### src/hdl/ddoc_pkg.sv
`timescale 1ns / 1ps

package ddoc_pkg;

    localparam int YEAR_W  = 14;
    localparam int MONTH_W = 4;
    localparam int DAY_W   = 5;
    localparam int OFF_W   = 22;
    localparam int ACC_W   = 23;
    localparam int DOY_W   = 9;
    localparam int DATA_W  = 48;

    localparam logic [YEAR_W-1:0]  MAX_YEAR  = 14'd9999;
    localparam logic [MONTH_W-1:0] LAST_MON  = 4'd12;
    localparam logic [DOY_W-1:0]   DAYS_YEAR = 9'd365;
    localparam logic [DOY_W-1:0]   DAYS_LEAP = 9'd366;

    // y / 100 as (y * DIV100_MUL) >> DIV100_SHIFT, exact for 14-bit years
    localparam logic [12:0] DIV100_MUL   = 13'd5243;
    localparam int          DIV100_SHIFT = 19;
    localparam logic [6:0]  CENT_LAST    = 7'd99;

    // configuration register indexes
    localparam logic [1:0] CFG_BASE_YEAR  = 2'd0;
    localparam logic [1:0] CFG_BASE_MONTH = 2'd1;
    localparam logic [1:0] CFG_BASE_DAY   = 2'd2;

    // result status codes
    localparam logic [1:0] ST_OK     = 2'd0;
    localparam logic [1:0] ST_BEFORE = 2'd1;
    localparam logic [1:0] ST_RANGE  = 2'd2;

    typedef struct packed {
        logic       load;
        logic       div_q;
        logic       div_r;
        logic       base_step;
        logic       base_done;
        logic       year_step;
        logic       mon_step;
        logic       finish;
        logic [1:0] st;
    } ddoc_cmd_t;

    typedef struct packed {
        logic is_cmd1;
        logic mon_lt_bm;
        logic early;
        logic yr_lt_y;
        logic yr_le_max;
        logic rem_ge_ylen;
        logic mon_lt_m;
        logic mon_lt_12;
        logic rem_ge_mlen;
        logic out_busy;
    } ddoc_stat_t;

    function automatic logic [YEAR_W-1:0] fix_year(input logic [YEAR_W-1:0] y);
        logic [YEAR_W-1:0] r;
        if (y == '0)
            r = YEAR_W'(1);
        else if (y > MAX_YEAR)
            r = MAX_YEAR;
        else
            r = y;
        return r;
    endfunction

    function automatic logic [MONTH_W-1:0] fix_month(input logic [MONTH_W-1:0] m);
        logic [MONTH_W-1:0] r;
        if (m == '0)
            r = MONTH_W'(1);
        else if (m > LAST_MON)
            r = LAST_MON;
        else
            r = m;
        return r;
    endfunction

    function automatic logic [DAY_W-1:0] fix_day(input logic [DAY_W-1:0] d);
        return (d == '0) ? DAY_W'(1) : d;
    endfunction

    function automatic logic [DAY_W-1:0] month_days(input logic [MONTH_W-1:0] m,
                                                    input logic            leap);
        logic [DAY_W-1:0] n;
        case (m)
            4'd2:    n = leap ? 5'd29 : 5'd28;
            4'd4:    n = 5'd30;
            4'd6:    n = 5'd30;
            4'd9:    n = 5'd30;
            4'd11:   n = 5'd30;
            default: n = 5'd31;
        endcase
        return n;
    endfunction

endpackage

### src/hdl/ddoc_ctrl.sv
`timescale 1ns / 1ps

module ddoc_ctrl
    import ddoc_pkg::*;
(
    input  logic       clk,
    input  logic       rst_n,
    input  logic       s_tvalid,
    output logic       s_tready,
    input  ddoc_stat_t stat,
    output ddoc_cmd_t  cmd
);

    localparam logic [2:0] S_IDLE   = 3'd0;
    localparam logic [2:0] S_INIT_Q = 3'd1;
    localparam logic [2:0] S_INIT_R = 3'd2;
    localparam logic [2:0] S_BASE   = 3'd3;
    localparam logic [2:0] S_YWALK  = 3'd4;
    localparam logic [2:0] S_MWALK  = 3'd5;
    localparam logic [2:0] S_FIN    = 3'd6;

    logic [2:0] state_reg, state_next;
    logic [1:0] st_reg, st_next;

    assign s_tready = (state_reg == S_IDLE);

    always_comb
    begin
        state_next = state_reg;
        st_next    = st_reg;
        cmd        = '0;
        cmd.st     = st_reg;
        case (state_reg)
            S_IDLE:
            begin
                if (s_tvalid)
                begin
                    cmd.load   = 1'b1;
                    st_next    = ST_OK;
                    state_next = S_INIT_Q;
                end
            end
            S_INIT_Q:
            begin
                cmd.div_q  = 1'b1;
                state_next = S_INIT_R;
            end
            S_INIT_R:
            begin
                cmd.div_r  = 1'b1;
                state_next = S_BASE;
            end
            S_BASE:
            begin
                // sum the base months, then fold in the base day
                if (stat.mon_lt_bm)
                    cmd.base_step = 1'b1;
                else
                begin
                    cmd.base_done = 1'b1;
                    if (!stat.is_cmd1 && stat.early)
                    begin
                        st_next    = ST_BEFORE;
                        state_next = S_FIN;
                    end
                    else
                        state_next = S_YWALK;
                end
            end
            S_YWALK:
            begin
                if (!stat.is_cmd1)
                begin
                    if (stat.yr_lt_y)
                        cmd.year_step = 1'b1;
                    else
                        state_next = S_MWALK;
                end
                else if (stat.yr_le_max && stat.rem_ge_ylen)
                    cmd.year_step = 1'b1;
                else if (!stat.yr_le_max)
                begin
                    st_next    = ST_RANGE;
                    state_next = S_FIN;
                end
                else
                    state_next = S_MWALK;
            end
            S_MWALK:
            begin
                if (!stat.is_cmd1 ? stat.mon_lt_m : (stat.mon_lt_12 && stat.rem_ge_mlen))
                    cmd.mon_step = 1'b1;
                else
                    state_next = S_FIN;
            end
            S_FIN:
            begin
                // hold until the output register is free
                if (!stat.out_busy)
                begin
                    cmd.finish = 1'b1;
                    state_next = S_IDLE;
                end
            end
            default:
            begin
                state_next = S_IDLE;
            end
        endcase
    end

    always_ff @(posedge clk or negedge rst_n)
    begin
        if (!rst_n)
        begin
            state_reg <= S_IDLE;
            st_reg    <= ST_OK;
        end
        else
        begin
            state_reg <= state_next;
            st_reg    <= st_next;
        end
    end

    a_accept_starts: assert property (@(posedge clk) disable iff (!rst_n)
        (s_tvalid && s_tready) |=> (state_reg == S_INIT_Q))
        else $error("accepted item did not start conversion");

    a_range_only_cmd1: assert property (@(posedge clk) disable iff (!rst_n)
        (cmd.finish && cmd.st == ST_RANGE) |-> stat.is_cmd1)
        else $error("year range error on a date to offset item");

endmodule

### src/hdl/ddoc_dp.sv
`timescale 1ns / 1ps

module ddoc_dp
    import ddoc_pkg::*;
(
    input  logic                clk,
    input  logic                rst_n,
    input  logic [DATA_W-1:0]   s_tdata,
    input  logic                s_tuser,
    input  logic [YEAR_W-1:0]   base_y,
    input  logic [MONTH_W-1:0]  base_m,
    input  logic [DAY_W-1:0]    base_d,
    input  ddoc_cmd_t           cmd,
    output ddoc_stat_t          stat,
    output logic                m_tvalid,
    input  logic                m_tready,
    output logic [DATA_W-1:0]   m_tdata,
    output logic [1:0]          m_tuser
);

    logic                is_cmd1_reg;
    logic [YEAR_W-1:0]   in_y_reg;
    logic [MONTH_W-1:0]  in_m_reg;
    logic [DAY_W-1:0]    in_d_reg;
    logic [OFF_W-1:0]    off_reg;

    logic [YEAR_W-1:0]   yr_reg;
    logic [6:0]          yq_reg;
    logic [6:0]          yr100_reg;
    logic [MONTH_W-1:0]  mon_reg;
    logic [ACC_W-1:0]    acc_reg;
    logic [DOY_W-1:0]    bdoy_reg;

    logic                m_tvalid_reg;
    logic [DATA_W-1:0]   m_tdata_reg;
    logic [1:0]          m_tuser_reg;

    logic                leap;
    logic [DOY_W-1:0]    ylen;
    logic [DAY_W-1:0]    mlen;
    logic [DOY_W-1:0]    bdoy_val;
    logic [26:0]         q_prod;
    logic [YEAR_W-1:0]   cent_prod;
    logic [ACC_W-1:0]    off_sum;
    logic [DAY_W-1:0]    day_out;
    logic [DATA_W-1:0]   res_data;

    // y % 4 equals (y % 100) % 4, so the century split gives all three tests
    assign leap = (yr100_reg[1:0] == 2'd0) && ((yr100_reg != '0) || (yq_reg[1:0] == 2'd0));
    assign ylen = leap ? DAYS_LEAP : DAYS_YEAR;
    assign mlen = month_days(mon_reg, leap);

    assign bdoy_val  = acc_reg[DOY_W-1:0] + DOY_W'(base_d) - DOY_W'(1);
    assign q_prod    = 27'(yr_reg) * 27'(DIV100_MUL);
    assign cent_prod = YEAR_W'(yq_reg) * YEAR_W'(100);
    assign off_sum   = acc_reg + ACC_W'(in_d_reg) - ACC_W'(1) - ACC_W'(bdoy_reg);
    assign day_out   = acc_reg[DAY_W-1:0] + DAY_W'(1);

    always_comb
    begin
        stat.is_cmd1     = is_cmd1_reg;
        stat.mon_lt_bm   = (mon_reg < base_m);
        stat.early       = (in_y_reg < base_y)
                        || ((in_y_reg == base_y) && (in_m_reg < base_m))
                        || ((in_y_reg == base_y) && (in_m_reg == base_m) && (in_d_reg < base_d));
        stat.yr_lt_y     = (yr_reg < in_y_reg);
        stat.yr_le_max   = (yr_reg <= MAX_YEAR);
        stat.rem_ge_ylen = (acc_reg >= ACC_W'(ylen));
        stat.mon_lt_m    = (mon_reg < in_m_reg);
        stat.mon_lt_12   = (mon_reg < LAST_MON);
        stat.rem_ge_mlen = (acc_reg >= ACC_W'(mlen));
        stat.out_busy    = m_tvalid_reg && !m_tready;
    end

    // result word; error items carry zeros
    always_comb
    begin
        res_data = '0;
        if (cmd.st == ST_OK)
        begin
            if (is_cmd1_reg)
            begin
                res_data[35:22] = yr_reg;
                res_data[39:36] = mon_reg;
                res_data[44:40] = day_out;
            end
            else
                res_data[21:0] = off_sum[OFF_W-1:0];
        end
    end

    // capture and working registers
    always_ff @(posedge clk)
    begin
        if (cmd.load)
        begin
            is_cmd1_reg <= s_tuser;
            in_y_reg    <= fix_year(s_tdata[13:0]);
            in_m_reg    <= fix_month(s_tdata[17:14]);
            in_d_reg    <= fix_day(s_tdata[22:18]);
            off_reg     <= s_tdata[44:23];
            yr_reg      <= base_y;
            mon_reg     <= MONTH_W'(1);
            acc_reg     <= '0;
        end
        if (cmd.div_q)
            yq_reg <= q_prod[DIV100_SHIFT+6:DIV100_SHIFT];
        if (cmd.div_r)
            yr100_reg <= 7'(yr_reg - cent_prod);
        if (cmd.base_step)
        begin
            acc_reg <= acc_reg + ACC_W'(mlen);
            mon_reg <= mon_reg + MONTH_W'(1);
        end
        if (cmd.base_done)
        begin
            bdoy_reg <= bdoy_val;
            acc_reg  <= is_cmd1_reg ? (ACC_W'(off_reg) + ACC_W'(bdoy_val)) : '0;
            mon_reg  <= MONTH_W'(1);
        end
        if (cmd.year_step)
        begin
            acc_reg <= is_cmd1_reg ? (acc_reg - ACC_W'(ylen)) : (acc_reg + ACC_W'(ylen));
            yr_reg  <= yr_reg + YEAR_W'(1);
            if (yr100_reg == CENT_LAST)
            begin
                yr100_reg <= '0;
                yq_reg    <= yq_reg + 7'd1;
            end
            else
                yr100_reg <= yr100_reg + 7'd1;
        end
        if (cmd.mon_step)
        begin
            acc_reg <= is_cmd1_reg ? (acc_reg - ACC_W'(mlen)) : (acc_reg + ACC_W'(mlen));
            mon_reg <= mon_reg + MONTH_W'(1);
        end
        if (cmd.finish)
        begin
            m_tdata_reg <= res_data;
            m_tuser_reg <= cmd.st;
        end
    end

    always_ff @(posedge clk or negedge rst_n)
    begin
        if (!rst_n)
            m_tvalid_reg <= 1'b0;
        else if (cmd.finish)
            m_tvalid_reg <= 1'b1;
        else if (m_tready)
            m_tvalid_reg <= 1'b0;
    end

    assign m_tvalid = m_tvalid_reg;
    assign m_tdata  = m_tdata_reg;
    assign m_tuser  = m_tuser_reg;

    a_finish_gives_item: assert property (@(posedge clk) disable iff (!rst_n)
        cmd.finish |=> m_tvalid_reg)
        else $error("finished conversion did not raise output valid");

    a_no_overwrite: assert property (@(posedge clk) disable iff (!rst_n)
        (m_tvalid_reg && !m_tready) |-> !cmd.finish)
        else $error("pending output item overwritten");

    a_year_walk_bound: assert property (@(posedge clk) disable iff (!rst_n)
        cmd.year_step |-> (yr_reg <= MAX_YEAR))
        else $error("year walk stepped past the last year");

    a_month_walk_bound: assert property (@(posedge clk) disable iff (!rst_n)
        cmd.mon_step |-> (mon_reg < LAST_MON))
        else $error("month walk stepped past December");

endmodule

### src/hdl/date_day_offset_converter.sv
`timescale 1ns / 1ps

// Channel  | Dir | Handshake          | Payload
// ---------+-----+--------------------+---------------------------------------------
// s_axis   | in  | s_tvalid/s_tready  | tuser: cmd; tdata: year, month, day, offset
// m_axis   | out | m_tvalid/m_tready  | tuser: status; tdata: offset, year, month, day
// cfg      | in  | cfg_we             | cfg_addr: register index; cfg_wdata: value
//
// One item at a time. An item goes through setup (load, century split), the base
// month sums and one step to fold in the base day, a walk over the years (up to
// 9999 of them) and then over the months, and a hand-off to the output register.
// The year walk is the longest part.
// Reset clears the controller and the output valid; the base date returns to
// 1970-01-01. A stalled output item is held in its register; the next input
// item is taken meanwhile, and its result waits for the register to drain.

module date_day_offset_converter
    import ddoc_pkg::*;
(
    input  logic                clk,
    input  logic                rst_n,

    input  logic                s_tvalid,
    output logic                s_tready,
    input  logic [DATA_W-1:0]   s_tdata,   // year[13:0], month[17:14], day[22:18],
                                           // offset[44:23], zero[47:45]
    input  logic                s_tuser,   // cmd[0]

    output logic                m_tvalid,
    input  logic                m_tready,
    output logic [DATA_W-1:0]   m_tdata,   // result_offset[21:0], result_year[35:22],
                                           // result_month[39:36], result_day[44:40],
                                           // zero[47:45]
    output logic [1:0]          m_tuser,   // status[1:0]

    input  logic                cfg_we,
    input  logic [1:0]          cfg_addr,
    input  logic [YEAR_W-1:0]   cfg_wdata
);

    logic [YEAR_W-1:0]   base_year_reg;
    logic [MONTH_W-1:0]  base_month_reg;
    logic [DAY_W-1:0]    base_day_reg;

    logic [YEAR_W-1:0]   base_y;
    logic [MONTH_W-1:0]  base_m;
    logic [DAY_W-1:0]    base_d;

    ddoc_cmd_t  cmd;
    ddoc_stat_t stat;

    // Base date registers; an index beyond the list is dropped.
    always_ff @(posedge clk or negedge rst_n)
    begin
        if (!rst_n)
        begin
            base_year_reg  <= 14'd1970;
            base_month_reg <= 4'd1;
            base_day_reg   <= 5'd1;
        end
        else if (cfg_we)
        begin
            case (cfg_addr)
                CFG_BASE_YEAR:  base_year_reg  <= cfg_wdata;
                CFG_BASE_MONTH: base_month_reg <= cfg_wdata[MONTH_W-1:0];
                CFG_BASE_DAY:   base_day_reg   <= cfg_wdata[DAY_W-1:0];
                default:        ;
            endcase
        end
    end

    // Clamp the base date into range the same way as an input date.
    assign base_y = fix_year(base_year_reg);
    assign base_m = fix_month(base_month_reg);
    assign base_d = fix_day(base_day_reg);

    ddoc_ctrl u_ctrl (
        .clk      (clk),
        .rst_n    (rst_n),
        .s_tvalid (s_tvalid),
        .s_tready (s_tready),
        .stat     (stat),
        .cmd      (cmd)
    );

    ddoc_dp u_dp (
        .clk      (clk),
        .rst_n    (rst_n),
        .s_tdata  (s_tdata),
        .s_tuser  (s_tuser),
        .base_y   (base_y),
        .base_m   (base_m),
        .base_d   (base_d),
        .cmd      (cmd),
        .stat     (stat),
        .m_tvalid (m_tvalid),
        .m_tready (m_tready),
        .m_tdata  (m_tdata),
        .m_tuser  (m_tuser)
    );

endmodule

### config.mk
export PLATFORM = sky130hd
export DESIGN_NAME = date_day_offset_converter
export DESIGN_NICKNAME = d
export VERILOG_FILES = /design/src/hdl/ddoc_pkg.sv /design/src/hdl/ddoc_ctrl.sv /design/src/hdl/ddoc_dp.sv /design/src/hdl/date_day_offset_converter.sv
export SDC_FILE = /design/constraint.sdc
export NUM_CORES = 1
export LEC_CHECK = 0
export ABC_AREA = 1
export BUFFER_PORTS_ARGS = -buffer_cell sky130_fd_sc_hd__buf_2
export CAP_MARGIN = 20
export CORE_ASPECT_RATIO = 0.9
export CORE_MARGIN = 3
export CORE_UTILIZATION = 50
export DETAILED_ROUTE_END_ITERATION = 6
export PLACE_DENSITY = 0.66
export SYNTH_ARGS = -nofsm -noshare
export SYNTH_HDL_FRONTEND = slang
export SYNTH_SLANG_ARGS = --single-unit
export TNS_END_PERCENT = 5
### constraint.sdc
create_clock -name clk -period 13.55 [get_ports clk]
set_input_delay 0.6775 -clock clk [delete_from_list [all_inputs] [get_ports clk]]
set_output_delay 0.6775 -clock clk [all_outputs]
set_load 0.02 [all_outputs]
* Yosys cells after proc, flatten, opt, wreduce, memory -nomap -nowiden
Cells that the tools add are included.
Cells by class: $lt $le $gt $ge 14, reductions and logical operators 41, add/subtract/negate cells 16, div/mod/pow operators 0, bitwise gates (word level) 1, eq/ne operators 26, shifts and indexed selects 0, multiply operators 2, multiplexer cells 65
Operators with widths (count):
- $mux W23 | 8
- $mux W14 | 5
- $mux W7 | 6
- $gt A14 B14 Y1 const B | 2
- $logic_not A14 Y1 | 2
- $lt A14 B14 Y1 | 2
- $mux W4 | 7
- $mul A14 B13 Y26 const B | 1
- $add A22 B9 Y23 | 1
- $add A23 B5 Y23 | 1
- $add A23 B9 Y23 | 1
- $ge A23 B5 Y1 | 1
- $ge A23 B9 Y1 | 1
- $sub A23 B5 Y23 | 1
- $sub A23 B9 Y23 | 1
- $add A22 B5 Y22 | 1
- $sub A22 B1 Y22 const B | 1
- $sub A22 B9 Y22 | 1
- $mux W3 | 7
- $pmux W3 S7 | 1
- $mux W2 | 10
- $mux W1 | 18
- $add A14 B1 Y14 const B | 1
- $add A7 B1 Y7 const B | 2
- other kinds (47) | 83
Word-level totals: input bits 70, logic and storage cells 187, bits in latches 0, output and inout port bits 52, memories 0, bits in read-only memories 0, register bits 186, bits in writable memories 0

* Logic depth before layout (Yosys ltp)
Gate-level depths: netlist (run 1).
word-level depth 11, gate-level depth with buffers 29, depth with buffers taken out 29

* Modules after synthesis
A second synthesis (run 1) with hierarchy kept.
Second synthesis, totals: cells, all modules 2505, area total of the unflattened synthesis 19145.9 µm²
Modules (own cells, without submodules):
- ddoc_dp | area an instance 17451.7 µm², instances 1, cells each 2281, sequential area each 4629.4 µm²
- date_day_offset_converter | area an instance 1196.1 µm², instances 1, cells each 141, sequential area each 586.8 µm²
- ddoc_ctrl | area an instance 498.0 µm², instances 1, cells each 83, sequential area each 125.1 µm²

* Least setup slack after synthesis (run 1)
Ideal clock, no wire load.
kind register -> register, start point register u_dp.yr_reg[11], end point register u_dp.yq_reg[4], cell stages (with the launch flop) 21, data required time 13.437 ns, buffers on the path 0, path slack 9.248 ns, period minus slack after synthesis 4.302 ns, arrival 4.189 ns, library setup time 0.113 ns, path through edfxtp_1 -> fa_1 -> ha_1 -> inv_1 -> fa_1 -> inv_1 -> fa_1 -> inv_1 -> fa_1 -> inv_1 -> ha_1 -> nand2_1 -> nor2_1 -> nand2_1 -> nor2_1 -> a21oi_1 -> nand3_1 -> nand3_1 -> nand3_1 -> nand3_1 -> nand2_1
On the way: longest elaborated chain between the ends 6, elaborated cells on any way between the ends 11, classes of those cells 1 x mul; 2 x order compare; 7 x mux; 1 x reduce/logical
RTL lines:
- from (decl) | RTL line ddoc_dp.sv:27 | logic [YEAR_W-1:0] yr_reg;
- from (signal assigned) | RTL line ddoc_dp.sv:102 | yr_reg <= base_y;
- from (signal assigned) | RTL line ddoc_dp.sv:124 | yr_reg <= yr_reg + YEAR_W'(1);
- branches (longest 5 deep; another with $mul A14 B13 Y26)
- $mux W7 (*) | RTL line ddoc_dp.sv:121 | if (cmd.year_step)
- to (signal assigned) | RTL line ddoc_dp.sv:107 | yq_reg <= q_prod[DIV100_SHIFT+6:DIV100_SHIFT];
- to (signal assigned) | RTL line ddoc_dp.sv:128 | yq_reg <= yq_reg + 7'd1;
- to (decl) | RTL line ddoc_dp.sv:28 | logic [6:0] yq_reg;
Mark *: on every way between the ends. A chain may end at the register's enable or synchronous reset.

* Worst setup path after layout (run 1)
start point register u_dp.yr_reg[11], end point register u_dp.yq_reg[2]
Same word-level chain as after synthesis.

==> results of run 1 <==
-- cells by family (layout without fill, tap and decap cells) --
family	Yosys count	after routing	share of synthesized area
DFF	184	184	0.285
adders and majority gates	321	321	0.244
muxes	8	8	0.00480
buffers and inverters	448	554	0.0944
xor gates and xnor gates	66	66	0.0308
and+or+nand+nor	1140	1140	0.260
other	1	4	0.000200
AOI/OAI and AO/OA	282	282	0.0817
-- routing by layer --
layer / vias up / wire, µm
li1: 8173 / -
met1: 7810 / 25800
met2: 598 / 23100
met3: 90 / 4120
met4: 0 / 1400
met5: - / 0
-- cell usage in the layout, fill, tap and decap left out, types with 9 or more instances in the layout --
cell type / Yosys / routed
sky130_fd_sc_hd__a21oi_1: 107 / 107
sky130_fd_sc_hd__fa_1: 75 / 75
sky130_fd_sc_hd__or2_2: 14 / 14
sky130_fd_sc_hd__buf_2: 16 / 115
sky130_fd_sc_hd__nor2_1: 226 / 224
sky130_fd_sc_hd__clkbuf_16: 0 / 17
sky130_fd_sc_hd__nand3_1: 212 / 212
sky130_fd_sc_hd__dfrtp_1: 20 / 20
sky130_fd_sc_hd__nand2_1: 576 / 576
sky130_fd_sc_hd__o21bai_1: 11 / 11
sky130_fd_sc_hd__nand3b_1: 17 / 17
sky130_fd_sc_hd__xnor2_1: 16 / 16
sky130_fd_sc_hd__o21ai_0: 119 / 119
sky130_fd_sc_hd__ha_1: 246 / 246
sky130_fd_sc_hd__nand4_1: 43 / 43
sky130_fd_sc_hd__inv_1: 394 / 394
sky130_fd_sc_hd__nor3_1: 27 / 27
sky130_fd_sc_hd__dfstp_2: 9 / 9
sky130_fd_sc_hd__edfxtp_1: 150 / 150
sky130_fd_sc_hd__xor2_1: 50 / 50
-- worst min path at each step --
stage / from / to / slack, ns / depth (start not counted)
after floorplan: rst_n / base_day_reg[1] / 0.38 / 0
after global placement: base_day_reg[4] / base_day_reg[4] / 0.47 / 2
after global routing: rst_n / base_year_reg[6] / 0.32 / 1
after CTS: rst_n / base_year_reg[6] / 0.28 / 1
final: rst_n / base_year_reg[6] / 0.28 / 1
after detailed placement: base_day_reg[4] / base_day_reg[4] / 0.48 / 2
-- through the flow --
| stage | instance area (µm²) | hold WS [ns] | util |
|---|---|---|---|
| 6_report | 20300 | 0.277 | 0.556 |
| 3_3_place_gp | 19800 | 0.471 | 0.540 |
| 5_1_grt | 20300 | 0.316 | 0.556 |
| 2_1_floorplan | 18800 | 0.382 | - |
| 4_1_cts | 20300 | 0.281 | 0.556 |
| 3_5_place_dp | 19800 | 0.478 | 0.540 |
-- worst max-delay path, delay by kind of cell (launching register included) --
| family | cells | cell delay [ns] |
|---|---|---|
| and+or+nand+nor | 8 | 0.94 |
| DFF | 1 | 0.85 |
| adders and majority gates | 6 | 2.71 |
| buffers and inverters | 4 | 0.22 |
-- cell type report --
| type | count | area share |
|---|---|---|
| Clock inverter | 12 | 0.00536 |
| Timing Repair Buffer | 123 | 0.0313 |
| Antenna cell | 1 | 0.000123 |
| Tap cell | 476 | 0.0293 |
| Clock buffer | 20 | 0.0225 |
| Multi-Input combinational cell | 1820 | 0.575 |
| Sequential cell | 184 | 0.263 |
| Inverter | 399 | 0.0739 |
==> out/qor_table.md, run 1 <==
| Group | Metric | Reported |
| --- | --- | --- |
| status | Result of the run | completed |
| cts | Insertion delay of the later-clocked pin in the worst-skew pair | 0.47 ns |
| synth | Leading register cell type out of synthesis | sky130_fd_sc_hd__edfxtp_1 |
| final layout | Synthesis-to-layout area growth | 8.26% |
| final layout | Combined flip-flop and latch cell area | 5340 µm² |
| sta | Worst slew margin | 0.465 |
| die | Die outline area | 39900 µm² |
| route | Routed WL | 54400 µm |
| synth | Flip-flop and latch count after synthesis | 184 |
| setup path | Critical path data required time | 13.90 ns |
| setup path | Slowest-stage cell, CP | sky130_fd_sc_hd__edfxtp_1 |
| setup path | Worst reg2reg path startpoint | u_dp.yr_reg[11] |
| placement | Routability Congestion | 0.958 |
| route | Detailed router's first-iteration violation count | 1340 |
| die | Floorplan die height | 190 µm |
| cts | Number of sinks handled by clock tree synthesis | 184 |
| route | Vias per std cell | 5.49 |
| sta | Min Clock Period, post-route | 4.85 ns |
| global routing | Maximum number of pins on one net before global-route repair | 57 |
| placement | Post-place setup slack | 8.69 ns |
| final layout | Max FFs per register | 45 |
| global routing | Congestion Overflow GR | 0 |
| route | # DRC | 0 |
| setup path | Worst reg2reg path endpoint | u_dp.yq_reg[2] |
| setup path | Worst r2r path cells | 18 |
| cts | Post-CTS resize count | 0 |
| setup path | Start point of the critical path | u_dp.yr_reg[11] |
| global routing | First-pass GRT wire length | 86900 µm |
| sta | Slew at the pin closest to its max-slew limit | 0.800 ns |
| sta | Layout Skew | 0.0171 ns |
| die | Number of placement rows | 66 |
| final layout | Fraction of final layout cells with drive strength greater than 1 | 0.0813 |
| global routing | Number of antenna violations at the first check in global routing | 0 |
| cts | Clock tree buffer depth | 2 |
| synth | Yosys warning total | 0 |
| die | Width of the chip | 210 µm |
| die | Placeable core region | 36600 µm² |
| synth | Mapped Area | 18800 µm² |
| synth | Post-synthesis area per instance | 7.66 µm² |
| final layout | Area taken by multi-input logic gates | 11700 µm² |
| global routing | Layer with the highest usage after global routing | met2 |
| route | Antenna-violating nets left | 0 |
| cts | TritonCTS clock tree | done |
| setup path | Launching element type of the critical path | register |
| sta | Setup slack of the critical path after layout | 8.70 ns |
| sta | Setup_tns | 0 ns |
| setup path | Worst-case register-to-register setup slack | 8.70 ns |
| die | Initial core utilization | 0.513 |
| min path | Min-delay worst type | primary input to async pin |
| sta | Top achievable clock speed | 206 MHz |
| synth | Post-synth EDFFs | 150 |
| final layout | Number of standard cells in the layout, taps in and fillers out | 3035 |
| sta | RSZ-0062 raised after global routing | no |
| setup path | Startpoint-to-endpoint class of the critical path | register to register |
| global routing | Met1 track demand over resource in global routing | 0.408 |
| synth | Synthesized netlist cell count | 2450 |
| synth | Cell accounting for the most synthesized area | sky130_fd_sc_hd__edfxtp_1 |
| cts | CTS Root Buffer Type | sky130_fd_sc_hd__clkbuf_16 |
| route | Detailed-router iteration count before antenna repair | 6 |
| setup path | Crit-path max cell delay | 0.85 ns |
| synth | Share of synthesized flip-flops with an asynchronous set or reset | 0.158 |
| global routing | Global routing usage on met3 | 0.0513 |
| setup path | Critical path fanouts, max | 13 |
| final layout | Total Nets Final | 2936 |
| synth | List of most frequent post-synthesis cells | 576 x sky130_fd_sc_hd__nand2_1, 394 x sky130_fd_sc_hd__inv_1, 246 x sky130_fd_sc_hd__ha_1 |
| placement | Number of cells in the design after placement | 3002 |
| global routing | Global routing usage summed across all routing layers | 0.278 |
| setup path | Data arrival time of the worst path | 5.20 ns |
| synth | Share of the synthesized area in the top cell type | 0.240 |
| setup path | Cells traversed along the worst timing path | fa_1 -> ha_1 -> inv_1 -> fa_1 -> inv_1 -> fa_1 -> inv_1 -> fa_1 -> inv_1 -> ha_1 -> nand2_1 -> nor2_1 -> and2_1 -> nand4_1 -> nand4_1 -> nand3_1 -> nand3_1 -> nand2_1 |
| sta | Share of the cycle needed by the critical path after routing | 0.358 |
| cts | Setup bufs post-CTS | 0 |
| setup path | Worst Setup EP | u_dp.yq_reg[2] |
| placement | Detailed placer's ending HPWL | 43100 µm |
| sta | Setup-violating endpoint count in the final report | 0 |
| synth | Part of the Yosys area used for sequential elements | 0.285 |
| final layout | FILL cells | 3530 |
| cts | Hold_buf cts | 0 |
| sta | Pins Over Slew Limit | 0 |
| cts | Depth of the CTS H-tree | 4 |
| setup path | Endpoint type of the worst setup path | register |
| sta | Hold Violations, Final | 0 |
| placement | Port Buf Inserts | 115 |
| cts | Clk slew on worst S/H paths | 0.08 ns |
| die | Ports | 122 |
| route | Detailed-route via count | 16700 |
| synth | Number of distinct library cell variants in the gate-level netlist after synthesis | 56 |
| global routing | Vias in the first global route | 16300 |
| cts | Cts bufs inserted | 17 |
| synth | Top-count cell post-synth | sky130_fd_sc_hd__nand2_1 |
| synth | Cell types occupying the most area after synthesis | sky130_fd_sc_hd__edfxtp_1 24%, sky130_fd_sc_hd__ha_1 16%, sky130_fd_sc_hd__nand2_1 12% |
| global routing | Met2 GRT Util | 0.418 |
| job | Max capacitance violation total | 0 |
| route | Wire length per cell | 17.9 µm |
Power of run 1 is left out: the tool's default activity adds up to more than one toggle a clock period on the data nets, which glitch-free logic cannot reach.
==> run 2, diff against run 1 <==
clock period = 4.9 ns   (was 13.55 ns; I/O delays follow)
==> run 2 against run 1 <==
Compared with the run above: count of clock-buffer cells in the layout rose by 1; first-iteration DRC count rose by 8.9%; critical endpoint is now u_dp.yq_reg[3]; register-to-register slack got worse by 8.4 ns; core utilization rose by 1.4 points; cell count rose by 1.9%; largest cell class unchanged.
==> out/qor_table.md, run 2 (synthesis gave the netlist of run 1 again) <==
| Group | Metric | Reported |
| --- | --- | --- |
| status | Result of the run | completed |
| placement | Routability Congestion | 0.946 |
| placement | Port Buf Inserts | 115 |
| global routing | Vias in the first global route | 16700 |
| sta | Share of the cycle needed by the critical path after routing | 0.933 |
| final layout | Max FFs per register | 45 |
| global routing | Maximum number of pins on one net before global-route repair | 57 |
| cts | TritonCTS clock tree | done |
| cts | Clock tree buffer depth | 2 |
| die | Width of the chip | 210 µm |
| final layout | Most common library cell in the layout ignoring fill and taps | sky130_fd_sc_hd__nand2_1 |
| sta | Top achievable clock speed | 219 MHz |
| route | Detailed-router iteration count before antenna repair | 6 |
| route | Vias per std cell | 5.47 |
| route | Wire length per cell | 17.9 µm |
| cts | Cts bufs inserted | 17 |
| die | Floorplan die height | 190 µm |
| cts | Post-CTS resize count | 0 |
| global routing | Global routing usage summed across all routing layers | 0.282 |
| die | Initial core utilization | 0.513 |
| final layout | FILL cells | 3453 |
| sta | Pins Over Slew Limit | 0 |
| setup path | Critical path fanouts, max | 7 |
| cts | Number of sinks handled by clock tree synthesis | 184 |
| setup path | Start point of the critical path | u_dp.yr_reg[10] |
| route | Detailed router's first-iteration violation count | 1459 |
| route | Routed WL | 55300 µm |
| setup path | Slowest-stage cell, CP | sky130_fd_sc_hd__edfxtp_1 |
| final layout | Count of inserted antenna diode cells | 0 |
| cts | Insertion delay of the later-clocked pin in the worst-skew pair | 0.47 ns |
| placement | Detailed placer's ending HPWL | 44300 µm |
| final layout | Total Nets Final | 2994 |
| die | Number of placement rows | 66 |
| sta | Min Clock Period, post-route | 4.57 ns |
| route | Detailed-route via count | 16900 |
| sta | Setup_tns | 0 ns |
| setup path | Launching element type of the critical path | register |
| min path | Startpoint of the worst hold path | cfg_wdata[9] |
| setup path | Data arrival time of the worst path | 4.93 ns |
| cts | Clk slew on worst S/H paths | 0.08 ns |
| route | # DRC | 0 |
| setup path | Critical path data required time | 5.27 ns |
| setup path | Crit-path max cell delay | 0.59 ns |
| setup path | Cells traversed along the worst timing path | fa_1 -> ha_1 -> inv_1 -> fa_1 -> inv_1 -> fa_1 -> inv_1 -> fa_1 -> inv_1 -> ha_1 -> a21oi_1 -> o21ai_0 -> a21oi_1 -> nand3_1 -> nand2_1 -> nand3_1 -> nand3_1 -> nand2_1 |
| sta | Hold Violations, Final | 0 |
| sta | Setup-violating endpoint count in the final report | 0 |
| setup path | Endpoint type of the worst setup path | register |
| min path | Min-delay worst type | primary input to register |
| die | Die outline area | 39900 µm² |
| cts | Depth of the CTS H-tree | 4 |
| die | Ports | 122 |
| global routing | First-pass GRT wire length | 88400 µm |
| final layout | Commonest cells after routing, fill and taps aside | 576 x sky130_fd_sc_hd__nand2_1, 394 x sky130_fd_sc_hd__inv_1, 246 x sky130_fd_sc_hd__ha_1 |
| global routing | Congestion Overflow GR | 0 |
| job | Max capacitance violation total | 0 |
| setup path | Worst-case register-to-register setup slack | 0.33 ns |
| route | Antenna-violating nets left | 0 |
| sta | Layout Skew | 0.0213 ns |
| cts | CTS Root Buffer Type | sky130_fd_sc_hd__clkbuf_16 |
| setup path | Worst reg2reg path startpoint | u_dp.yr_reg[10] |
| global routing | Number of antenna violations at the first check in global routing | 0 |
| setup path | Startpoint-to-endpoint class of the critical path | register to register |
| final layout | Fraction of final layout cells with drive strength greater than 1 | 0.0879 |
| sta | Worst slew margin | 0.396 |
| sta | Worst hold margin | 0.0302 ns |
| final layout | Synthesis-to-layout area growth | 11.0% |
| die | Placeable core region | 36600 µm² |
| sta | Slew at the pin closest to its max-slew limit | 0.905 ns |
| sta | RSZ-0062 raised after global routing | no |
run 2: layout make-up:
class / instances / area [µm²] / area share
Sequential cell: 184 / 5340 / 0.256
Clock buffer: 21 / 464 / 0.0223
Tap cell: 476 / 596 / 0.0286
Timing Repair Buffer: 181 / 1160 / 0.0556
Multi-Input combinational cell: 1820 / 11700 / 0.560
Clock inverter: 11 / 103 / 0.00492
Inverter: 399 / 1500 / 0.0720
run 2: worst max-delay path, delay by kind of cell (launching register included):
family,cells,cell delay (ns)
adders and majority gates,6,2.72
buffers and inverters,4,0.21
and+or+nand+nor,5,0.40
DFF,1,0.59
AOI/OAI and AO/OA,3,0.54
run 2: routing by layer:
layer,share of wire,routed length [µm],GRT usage,vias up
met5,0,0,0,-
met3,0.079,4390,0.0653,87
met1,0.47,26200,0.409,7978
met2,0.42,23300,0.421,574
met4,0.025,1390,0.0871,0
li1,-,-,-,8284
run 2: metrics by stage:
stage	instance area, µm²	utilization	setup slack, ns	instances
3_5_place_dp	19900	0.544	0.260	3023
3_3_place_gp	19900	0.544	0.339	3023
2_1_floorplan	18800	-	0.598	2452
5_1_grt	20800	0.570	0.00974	3092
6_report	20800	0.570	0.331	3092
4_1_cts	20800	0.569	0.250	3090
run 2: worst paths after layout:
kind,end,depth (start not counted)
max in group asynchronous,base_day_reg[4],2
min reg2reg,base_month_reg[0],2
max reg2reg,u_dp.yq_reg[3],18
min in group asynchronous,base_year_reg[11],2
max,u_dp.yq_reg[3],18
min,base_year_reg[9],2
run 2: timing repair:
item | in CTS | in global routing
hold buffers | 35 | 0
endpoints found under the hold margin | 54 | 0
setup buffers | 0 | 2
endpoints found under the setup margin | 0 | 2
Power of run 2 is left out for the same reason.
